`src/rtl/core/icmph_pkg.sv`:
```
// icmpv4 header parser package: constants, status codes and shared types
`timescale 1ns / 1ps

package icmph_pkg;

  localparam logic [15:0] MaxMsgLen = 16'hFFFF;
  localparam logic [15:0] HdrLen    = 16'd8;
  localparam logic [15:0] IpHdrLen  = 16'd20;
  localparam logic [15:0] PortsLen  = 16'd4;
  localparam logic [15:0] SmallL4Len = 16'd8;

  // message offsets of captured bytes
  localparam logic [15:0] PosType     = 16'd0;
  localparam logic [15:0] PosCode     = 16'd1;
  localparam logic [15:0] PosIdFirst  = 16'd4;
  localparam logic [15:0] PosIdLast   = 16'd7;
  localparam logic [15:0] PosVersion  = 16'd8;
  localparam logic [15:0] PosProto    = 16'd17;
  localparam logic [15:0] PosAddrFirst = 16'd20;
  localparam logic [15:0] PosAddrLast  = 16'd27;
  localparam logic [15:0] PosPortFirst = 16'd28;
  localparam logic [15:0] PosPortLast  = 16'd31;

  localparam logic [7:0] TypeEchoReply   = 8'd0;
  localparam logic [7:0] TypeDestUnreach = 8'd3;
  localparam logic [7:0] TypeSrcQuench   = 8'd4;
  localparam logic [7:0] TypeRedirect    = 8'd5;
  localparam logic [7:0] TypeEchoReq     = 8'd8;
  localparam logic [7:0] TypeTimeExceed  = 8'd11;
  localparam logic [7:0] TypeParamProb   = 8'd12;
  localparam logic [7:0] TypeTsReq       = 8'd13;
  localparam logic [7:0] TypeTsReply     = 8'd14;
  localparam logic [7:0] TypeInfoReq     = 8'd15;
  localparam logic [7:0] TypeInfoReply   = 8'd16;
  localparam logic [7:0] TypeMaskReq     = 8'd17;
  localparam logic [7:0] TypeMaskReply   = 8'd18;

  localparam logic [7:0] MaxCodeUnreach = 8'd15;
  localparam logic [7:0] MaxCodeRedir   = 8'd3;
  localparam logic [7:0] MaxCodeTime    = 8'd1;
  localparam logic [7:0] MaxCodeParam   = 8'd0;

  localparam logic [3:0] IpVersion4 = 4'd4;
  localparam logic [7:0] ProtoIcmp  = 8'd1;
  localparam logic [7:0] ProtoTcp   = 8'd6;
  localparam logic [7:0] ProtoUdp   = 8'd17;

  typedef enum logic [2:0] {
    STATUS_OK          = 3'd0,
    STATUS_TOO_SMALL   = 3'd1,
    STATUS_UNK_TYPE    = 3'd2,
    STATUS_UNK_CODE    = 3'd3,
    STATUS_EMB_TRUNC   = 3'd4,
    STATUS_EMB_BAD_VER = 3'd5
  } status_e;

  typedef struct packed {
    logic [15:0] byte_count;
    logic [7:0]  msg_type;
    logic [7:0]  msg_code;
    logic [31:0] id_seq;
    logic [3:0]  emb_version;
    logic [7:0]  emb_proto_raw;
    logic [63:0] emb_addrs;
    logic [31:0] emb_ports;
  } capt_t;

  typedef struct packed {
    logic [7:0]  msg_type;
    logic [7:0]  msg_code;
    logic [15:0] echo_id;
    logic [15:0] echo_seq;
    status_e     status;
    logic        emb_valid;
    logic [31:0] emb_src_addr;
    logic [31:0] emb_dst_addr;
    logic [7:0]  emb_proto;
    logic [15:0] emb_src_port;
    logic [15:0] emb_dst_port;
    logic [15:0] body_len;
  } result_t;

endpackage

```
`src/rtl/core/icmph_if.sv`:
```
// icmpv4 header parser channel interfaces: byte input and result output
`timescale 1ns / 1ps

interface icmph_in_if;
  logic       valid;
  logic       ready;
  logic [7:0] data_byte;
  logic       last;

  modport source (output valid, output data_byte, output last, input ready);
  modport sink (input valid, input data_byte, input last, output ready);
endinterface

interface icmph_out_if;
  logic        valid;
  logic        ready;
  logic [7:0]  msg_type;
  logic [7:0]  msg_code;
  logic [15:0] echo_id;
  logic [15:0] echo_seq;
  logic [2:0]  status;
  logic        emb_valid;
  logic [31:0] emb_src_addr;
  logic [31:0] emb_dst_addr;
  logic [7:0]  emb_proto;
  logic [15:0] emb_src_port;
  logic [15:0] emb_dst_port;
  logic [15:0] body_len;

  modport source (
    output valid, output msg_type, output msg_code, output echo_id, output echo_seq,
    output status, output emb_valid, output emb_src_addr, output emb_dst_addr,
    output emb_proto, output emb_src_port, output emb_dst_port, output body_len,
    input ready
  );
  modport sink (
    input valid, input msg_type, input msg_code, input echo_id, input echo_seq,
    input status, input emb_valid, input emb_src_addr, input emb_dst_addr,
    input emb_proto, input emb_src_port, input emb_dst_port, input body_len,
    output ready
  );
endinterface

```
`src/rtl/core/icmph_decode.sv`:
```
// icmpv4 header parser result decode from the captured header fields
`timescale 1ns / 1ps

module icmph_decode (
  input  icmph_pkg::capt_t   capt_i,
  output icmph_pkg::result_t result_o
);

  logic [15:0] len;
  logic [15:0] elen;
  logic [7:0]  max_code;
  logic        run_emb;

  assign len  = capt_i.byte_count;
  assign elen = len - icmph_pkg::HdrLen;

  always_comb begin
    case (capt_i.msg_type)
      icmph_pkg::TypeDestUnreach: max_code = icmph_pkg::MaxCodeUnreach;
      icmph_pkg::TypeRedirect:    max_code = icmph_pkg::MaxCodeRedir;
      icmph_pkg::TypeTimeExceed:  max_code = icmph_pkg::MaxCodeTime;
      default:                    max_code = icmph_pkg::MaxCodeParam;
    endcase
  end

  always_comb begin
    result_o = '0;
    result_o.status = icmph_pkg::STATUS_OK;
    run_emb = 1'b0;
    if (len < icmph_pkg::HdrLen) begin
      result_o.status = icmph_pkg::STATUS_TOO_SMALL;
    end else begin
      result_o.msg_type    = capt_i.msg_type;
      result_o.msg_code    = capt_i.msg_code;
      result_o.body_len    = elen;
      case (capt_i.msg_type) inside
        icmph_pkg::TypeEchoReply, icmph_pkg::TypeEchoReq, icmph_pkg::TypeTsReq,
        icmph_pkg::TypeTsReply, icmph_pkg::TypeInfoReq, icmph_pkg::TypeInfoReply,
        icmph_pkg::TypeMaskReq, icmph_pkg::TypeMaskReply: begin
          result_o.echo_id  = capt_i.id_seq[31:16];
          result_o.echo_seq = capt_i.id_seq[15:0];
          if (capt_i.msg_code != 8'd0) result_o.status = icmph_pkg::STATUS_UNK_CODE;
        end
        icmph_pkg::TypeDestUnreach, icmph_pkg::TypeRedirect,
        icmph_pkg::TypeTimeExceed, icmph_pkg::TypeParamProb: begin
          if (capt_i.msg_code > max_code) result_o.status = icmph_pkg::STATUS_UNK_CODE;
          else run_emb = (len > icmph_pkg::HdrLen);
        end
        icmph_pkg::TypeSrcQuench: begin
          if (capt_i.msg_code != 8'd0) result_o.status = icmph_pkg::STATUS_UNK_CODE;
          else run_emb = 1'b1;
        end
        default: begin
          result_o.status = icmph_pkg::STATUS_UNK_TYPE;
        end
      endcase

      // embedded ipv4 header
      if (run_emb) begin
        if (elen < icmph_pkg::IpHdrLen) begin
          result_o.status = icmph_pkg::STATUS_EMB_TRUNC;
        end else if (capt_i.emb_version != icmph_pkg::IpVersion4) begin
          result_o.status = icmph_pkg::STATUS_EMB_BAD_VER;
        end else begin
          result_o.emb_valid    = 1'b1;
          result_o.emb_src_addr = capt_i.emb_addrs[63:32];
          result_o.emb_dst_addr = capt_i.emb_addrs[31:0];
          if ((capt_i.emb_proto_raw == icmph_pkg::ProtoTcp &&
               elen >= icmph_pkg::IpHdrLen + icmph_pkg::PortsLen) ||
              (capt_i.emb_proto_raw == icmph_pkg::ProtoUdp &&
               elen >= icmph_pkg::IpHdrLen + icmph_pkg::SmallL4Len)) begin
            result_o.emb_proto    = capt_i.emb_proto_raw;
            result_o.emb_src_port = capt_i.emb_ports[31:16];
            result_o.emb_dst_port = capt_i.emb_ports[15:0];
          end else if (capt_i.emb_proto_raw == icmph_pkg::ProtoIcmp &&
                       elen >= icmph_pkg::IpHdrLen + icmph_pkg::SmallL4Len) begin
            result_o.emb_proto = icmph_pkg::ProtoIcmp;
          end
        end
      end
    end
  end

endmodule

```
`src/rtl/core/icmpv4_header_parser_core.sv`:
```
// icmpv4 header parser top level: byte capture, result decode and output buffer
`timescale 1ns / 1ps

// Takes an ICMPv4 message one byte per item, with last on the final byte, and
// gives exactly one result item for each message; when its last byte is taken
// the result is registered in the result register, or in the skid register
// while the result register holds one. Header fields are captured into registers
// at fixed offsets as bytes arrive, on the last byte a short decode feeds the
// buffer, and a new byte can be taken in every cycle unless the input stalls: a
// two-entry output buffer (result register plus skid register) lets input go on
// while a result waits; input stalls only when both entries are full. The
// byte count saturates at 65535; ports are at offset 20 of the embedded header.

module icmpv4_header_parser_core (
  input logic           clk_i,
  input logic           rst_ni,
  icmph_in_if.sink      in_i,
  icmph_out_if.source   out_o
);

  icmph_pkg::capt_t   capt_q, capt_d, capt_upd;
  icmph_pkg::result_t res;
  icmph_pkg::result_t out_q, skid_q;
  logic               out_valid_q, skid_valid_q;
  logic               accept, push, pop;
  logic [15:0]        pos;
  logic [7:0]         b;

  assign in_i.ready = ~skid_valid_q;
  assign accept     = in_i.valid & in_i.ready;
  assign push       = accept & in_i.last;
  assign pop        = out_valid_q & out_o.ready;
  assign pos        = capt_q.byte_count;
  assign b          = in_i.data_byte;

  // capture of the current byte at its offset
  always_comb begin
    capt_upd = capt_q;
    if (pos == icmph_pkg::PosType) begin
      capt_upd.msg_type = b;
    end else if (pos == icmph_pkg::PosCode) begin
      capt_upd.msg_code = b;
    end else if (pos >= icmph_pkg::PosIdFirst && pos <= icmph_pkg::PosIdLast) begin
      case (pos[1:0])
        2'd0:    capt_upd.id_seq[31:24] = b;
        2'd1:    capt_upd.id_seq[23:16] = b;
        2'd2:    capt_upd.id_seq[15:8]  = b;
        default: capt_upd.id_seq[7:0]   = b;
      endcase
    end else if (pos == icmph_pkg::PosVersion) begin
      capt_upd.emb_version = b[7:4];
    end else if (pos == icmph_pkg::PosProto) begin
      capt_upd.emb_proto_raw = b;
    end else if (pos >= icmph_pkg::PosAddrFirst && pos <= icmph_pkg::PosAddrLast) begin
      case (pos[2:0])
        3'd4:    capt_upd.emb_addrs[63:56] = b;
        3'd5:    capt_upd.emb_addrs[55:48] = b;
        3'd6:    capt_upd.emb_addrs[47:40] = b;
        3'd7:    capt_upd.emb_addrs[39:32] = b;
        3'd0:    capt_upd.emb_addrs[31:24] = b;
        3'd1:    capt_upd.emb_addrs[23:16] = b;
        3'd2:    capt_upd.emb_addrs[15:8]  = b;
        default: capt_upd.emb_addrs[7:0]   = b;
      endcase
    end else if (pos >= icmph_pkg::PosPortFirst && pos <= icmph_pkg::PosPortLast) begin
      case (pos[1:0])
        2'd0:    capt_upd.emb_ports[31:24] = b;
        2'd1:    capt_upd.emb_ports[23:16] = b;
        2'd2:    capt_upd.emb_ports[15:8]  = b;
        default: capt_upd.emb_ports[7:0]   = b;
      endcase
    end
    if (pos != icmph_pkg::MaxMsgLen) capt_upd.byte_count = pos + 16'd1;
  end

  always_comb begin
    capt_d = capt_q;
    if (accept) capt_d = in_i.last ? '0 : capt_upd;
  end

  icmph_decode u_decode (
    .capt_i   (capt_upd),
    .result_o (res)
  );

  always_ff @(posedge clk_i or negedge rst_ni) begin
    if (!rst_ni) begin
      capt_q       <= '0;
      out_q        <= '0;
      skid_q       <= '0;
      out_valid_q  <= 1'b0;
      skid_valid_q <= 1'b0;
    end else begin
      capt_q <= capt_d;
      if (pop || !out_valid_q) begin
        if (skid_valid_q) begin
          out_q        <= skid_q;
          out_valid_q  <= 1'b1;
          skid_valid_q <= 1'b0;
        end else begin
          out_valid_q <= push;
          if (push) out_q <= res;
        end
      end else if (push) begin
        skid_q       <= res;
        skid_valid_q <= 1'b1;
      end
    end
  end

  assign out_o.valid        = out_valid_q;
  assign out_o.msg_type     = out_q.msg_type;
  assign out_o.msg_code     = out_q.msg_code;
  assign out_o.echo_id      = out_q.echo_id;
  assign out_o.echo_seq     = out_q.echo_seq;
  assign out_o.status       = out_q.status;
  assign out_o.emb_valid    = out_q.emb_valid;
  assign out_o.emb_src_addr = out_q.emb_src_addr;
  assign out_o.emb_dst_addr = out_q.emb_dst_addr;
  assign out_o.emb_proto    = out_q.emb_proto;
  assign out_o.emb_src_port = out_q.emb_src_port;
  assign out_o.emb_dst_port = out_q.emb_dst_port;
  assign out_o.body_len     = out_q.body_len;

endmodule
```
`src/flat_wrapper.sv`:
```
// flat-port wrapper written by rule: the top's interface ports become plain ports
module icmpv4_header_parser_core_flat 
  (clk_i, rst_ni, in_i_valid, in_i_data_byte, in_i_last, in_i_ready, out_o_valid, out_o_msg_type, out_o_msg_code, out_o_echo_id, out_o_echo_seq, out_o_status, out_o_emb_valid, out_o_emb_src_addr, out_o_emb_dst_addr, out_o_emb_proto, out_o_emb_src_port, out_o_emb_dst_port, out_o_body_len, out_o_ready);
  icmph_in_if in_i_i ();
  icmph_out_if out_o_i ();
  input logic clk_i;
  input logic rst_ni;
  input wire logic [$bits(in_i_i.valid)-1:0] in_i_valid;
  input wire logic [$bits(in_i_i.data_byte)-1:0] in_i_data_byte;
  input wire logic [$bits(in_i_i.last)-1:0] in_i_last;
  output wire logic [$bits(in_i_i.ready)-1:0] in_i_ready;
  output wire logic [$bits(out_o_i.valid)-1:0] out_o_valid;
  output wire logic [$bits(out_o_i.msg_type)-1:0] out_o_msg_type;
  output wire logic [$bits(out_o_i.msg_code)-1:0] out_o_msg_code;
  output wire logic [$bits(out_o_i.echo_id)-1:0] out_o_echo_id;
  output wire logic [$bits(out_o_i.echo_seq)-1:0] out_o_echo_seq;
  output wire logic [$bits(out_o_i.status)-1:0] out_o_status;
  output wire logic [$bits(out_o_i.emb_valid)-1:0] out_o_emb_valid;
  output wire logic [$bits(out_o_i.emb_src_addr)-1:0] out_o_emb_src_addr;
  output wire logic [$bits(out_o_i.emb_dst_addr)-1:0] out_o_emb_dst_addr;
  output wire logic [$bits(out_o_i.emb_proto)-1:0] out_o_emb_proto;
  output wire logic [$bits(out_o_i.emb_src_port)-1:0] out_o_emb_src_port;
  output wire logic [$bits(out_o_i.emb_dst_port)-1:0] out_o_emb_dst_port;
  output wire logic [$bits(out_o_i.body_len)-1:0] out_o_body_len;
  input wire logic [$bits(out_o_i.ready)-1:0] out_o_ready;
  assign in_i_i.valid = in_i_valid;
  assign in_i_i.data_byte = in_i_data_byte;
  assign in_i_i.last = in_i_last;
  assign in_i_ready = in_i_i.ready;
  assign out_o_valid = out_o_i.valid;
  assign out_o_msg_type = out_o_i.msg_type;
  assign out_o_msg_code = out_o_i.msg_code;
  assign out_o_echo_id = out_o_i.echo_id;
  assign out_o_echo_seq = out_o_i.echo_seq;
  assign out_o_status = out_o_i.status;
  assign out_o_emb_valid = out_o_i.emb_valid;
  assign out_o_emb_src_addr = out_o_i.emb_src_addr;
  assign out_o_emb_dst_addr = out_o_i.emb_dst_addr;
  assign out_o_emb_proto = out_o_i.emb_proto;
  assign out_o_emb_src_port = out_o_i.emb_src_port;
  assign out_o_emb_dst_port = out_o_i.emb_dst_port;
  assign out_o_body_len = out_o_i.body_len;
  assign out_o_i.ready = out_o_ready;
  icmpv4_header_parser_core u_core (.clk_i(clk_i), .rst_ni(rst_ni), .in_i(in_i_i), .out_o(out_o_i));
endmodule
```
`config.mk`:
```
export PLATFORM = sky130hd
export DESIGN_NAME = icmpv4_header_parser_core_flat
export DESIGN_NICKNAME = d
export VERILOG_FILES = /design/src/rtl/core/icmph_pkg.sv /design/src/rtl/core/icmph_if.sv /design/src/rtl/core/icmph_decode.sv /design/src/rtl/core/icmpv4_header_parser_core.sv /design/src/flat_wrapper.sv
export SDC_FILE = /design/constraint.sdc
export NUM_CORES = 1
export LEC_CHECK = 0
export ABC_AREA = 0
export BUFFER_PORTS_ARGS = -buffer_cell sky130_fd_sc_hd__buf_2
export CAP_MARGIN = 0
export CELL_PAD_IN_SITES_DETAIL_PLACEMENT = 0
export CELL_PAD_IN_SITES_GLOBAL_PLACEMENT = 2
export CORE_ASPECT_RATIO = 0.8
export CORE_MARGIN = 4
export CORE_UTILIZATION = 39
export CTS_CLUSTER_DIAMETER = 80
export CTS_CLUSTER_SIZE = 40
export DETAILED_ROUTE_END_ITERATION = 7
export PLACE_DENSITY_LB_ADDON = 0.3
export SYNTH_ARGS = -nofsm -noshare
export SYNTH_HDL_FRONTEND = slang
export SYNTH_SLANG_ARGS = --single-unit
```
`constraint.sdc`:
```
create_clock -name clk_i -period 6.65 [get_ports clk_i]
set_input_delay 0.665 -clock clk_i [delete_from_list [all_inputs] [get_ports clk_i]]
set_output_delay 0.665 -clock clk_i [all_outputs]
set_load 0.02 [all_outputs]
```
==> flow_summary.ini <==
[layout]
multi_input_area_um2 = 11500
antenna_cells = 0
area_delta_synth_final_pct = 9.98
nNetsFinal = 2678
drive_above_1_share_pct = 12.0
nFillCells = 6200
seq_area_um2 = 13000

[global_routing]
antenna_found_initial = 0
grt_overflow = 0
first_global_vias = 19900
grt_max_degree = 122
grtUsageTotal_pct = 21.4
grt_pass1_wl_um = 120000

[setup_path]
rr_endpoint = u_core.out_o.emb_dst_addr[13]
slowest_delay_ns = 0.59
crit_fanout = 78
crit_buf_inv = 2
cp.arrival_ns = 6.35
worstSetupStartpointType = flip-flop
r2r-start = u_core.pos[0]
crit_family = simple AND/OR/NAND/NOR gates
critPathSlowestCell = nand3_4
required_ns = 7.17
cp_cell_sequence = inv_1 -> ha_1 -> nor4b_1 -> nand4_1 -> mux2i_1 -> nor2_1 -> o21ai_0 -> ha_1 -> nor2b_1 -> o21a_1 -> o21a_1 -> o21ai_0 -> nand3_1 -> a211oi_4 -> nand3_4 -> buf_12 -> o31ai_1
ff2ff_path_depth = 17
endpoint_kind = flip-flop
regToRegSetupSlack_ns = 0.82
path_class = flip-flop to flip-flop

[pwr]
powerDensity_nw_per_um2 = 269
p_leak_nw = 13.1
vdd_drop_max_uv = 189

[clock_network]
hold_buffers = 0
ctsResizeCount = 0
cts_buffers = 30
cts_setup_buffers = 0
cts_sinks = 518
clock_latency_ns = 0.64
cts-root-buf = clkbuf_16
cts_tree = yes
clk_pin_slew_ns = 0.12
htreeDepth = 1
cts_max_path_buffers = 3

[synthesis]
synth_cells = 2655
synthAdderAreaFrac_pct = 0.539
yosysMostFrequentCell = dfrtp_1
synth-xor-area-share_pct = 0.715
synth_largest_area_cell = dfrtp_1
synth-simple-area-share_pct = 14.9
synth.top_cell.area_share_pct = 50.7
yosys_warnings = 0
synth_commonest_cells = dfrtp_1, nand2_1, o31ai_1
syn_area_um2 = 25600
synth_compound_area_share_pct = 22.4
syn_nets = 2679
synth_top_family_by_area = compound AO/OA/AOI/OAI gates
synth.area.mux_share_pct = 6.20
synthFlopType = dfrtp_1
yosysUniqueCellTypes = 65
synth-edff-count = 0
avgSynthCellArea_um2 = 9.63
ys_seq_area_share_pct = 50.7
ys_ff_latch = 518
async_flop_share_pct = 100
synth.area.top_cells = dfrtp_1, o31ai_1, nand2_1

[routing]
viasPerCell = 5.85
antenna_left = 0
firstDrtPassIters = 6
drt_wl_total_um = 76700
first_iter_violations = 1633
drc = 0
via_count = 20600
wire_per_inst_um = 21.7

[die]
initial_core_util_pct = 39.6
die_area_um2 = 69700
core_um2 = 64500
die_h_um = 237
io_pins = 187
row_count = 83
die_w_um = 294

[timing]
rsz0062_at_grt = false
fin_tns_setup_ns = 0
hold_violations = 0
timing.fmax_mhz = 172
finalSetupViolCount = 0
slew_headroom_pct = 26.8
fin_skew_ns = 0.0386
period_needed_ns = 5.83
drv_slew = 0
worst_slew_pin_slew_ns = 1.10
post-route-period-util_pct = 87.6
whs_ns = 0.0493

[worst_hold_path]
worstHoldPathType = primary input to asynchronous set/reset pin

[status]
status = finished, final reports clean

[placed_design]
dpl.hpwl_um = 46100
io_buffer_count = 186
place_congestion = 0.887

[flow_run]
maxCapViolCount = 0
## area by class of cell
cell class / instances / area share [%]
tap: 850 / 3.78
clock inverter: 25 / 1.53
timing repair buffer: 223 / 4.75
multi-input combinational: 1872 / 40.9
sequential: 518 / 46.1
clock buffer: 31 / 2.76
inverter: 9 / 0.120
## worst max path at each step
stage | slack [ns] | from | endpoint | cells after the start
6_report | 0.82 | u_core.pos[0] | u_core.out_o.emb_dst_addr[13] | 17
5_1_grt | 0.41 | u_core.pos[0] | u_core.skid_q[65] | 17
4_1_cts | 0.83 | u_core.pos[0] | u_core.skid_q[66] | 17
3_5_place_dp | 0.88 | u_core.pos[0] | u_core.skid_q[66] | 17
3_3_place_gp | 1.07 | u_core.pos[0] | u_core.out_o.emb_dst_addr[11] | 17
2_1_floorplan | 1.82 | u_core.pos[0] | u_core.skid_q[21] | 20
## power by group
part | leakage [nW] | switching, mW | internal [mW]
clock | 0.575 | 1.36 | 1.02
combinational | 5.41 | 1.06 | 0.500
sequential | 7.09 | 0.203 | 3.42
total | 13.1 | 2.62 | 4.94
## sequential cells by signal, summed over array words and instances, names as in the netlist, 32 cells and up
name and count:
u_core.capt_q 156, u_core.out_o.emb_dst_addr 32, u_core.out_o.emb_src_addr 32, u_core.skid_q 172
## metal layers
| metal | vias up | global-route usage, % | routed length (um) |
|---|---|---|---|
| met5 | - | 0 | 0 |
| met3 | 76 | 2.12 | 2900 |
| li1 | 9635 | - | - |
| met2 | 424 | 33.6 | 34700 |
| met4 | 0 | 3.86 | 1430 |
| met1 | 10500 | 32.5 | 37600 |
## worst register-to-register path, stage by stage (launching register included)
cell and delay (ns):
dfrtp_1 0.48, inv_1 0.15, ha_1 0.40, nor4b_1 0.33
nand4_1 0.43, mux2i_1 0.50, nor2_1 0.12, o21ai_0 0.21
ha_1 0.27, nor2b_1 0.13, o21a_1 0.16, o21a_1 0.15
o21ai_0 0.26, nand3_1 0.22, a211oi_4 0.46, nand3_4 0.59
buf_12 0.50, o31ai_1 0.35
## kinds of logic (layout without fill, tap and decap cells)
kind of cell	Yosys count	in the layout
DFF	518	518
buffers and inverters	265	288
and+or+nand+nor	812	812
adders and majority gates	11	11
xor gates and xnor gates	20	20
muxes	157	157
AOI/OAI and AO/OA	872	872
## through the flow
step           total power, mW  utilization (%)  setup slack (ns)  cells  area (um^2)
4_1_cts                   7.64             43.6             0.827   3528        28100
2_1_floorplan             4.67                -              1.82   2655        25600
5_1_grt                   7.94             43.6             0.406   3528        28100
3_3_place_gp              5.21             41.7              1.07   3472        26900
6_report                  7.56             43.6             0.825   3528        28100
3_5_place_dp              5.25             41.7             0.879   3472        26900
## cells in the final DEF, fill, tap and decap left out, types with 8 or more instances in the layout
cell       synthesis  routed
dfrtp_1          518     517
nand2_1          465     463
o31ai_1          252     252
o21ai_0          207     207
buf_2             23     184
a21oi_1          155     155
mux2i_1          149     149
a22oi_1          128     128
and3_1           110     110
nor2_1            69      67
o21a_1            47      47
o311ai_0          41      41
nand3_1           33      32
clkbuf_16          0      31
buf_4              0      29
nor3_1            27      27
nor2b_1           15      15
and2_1            13      13
xnor2_1           13      13
nand4_1           12      12
ha_1              11      11
nand2b_1          11      10
buf_12             0       9
nor4_1             8       8
nor3b_1            8       8
Power figures use the tool's default switching activity.
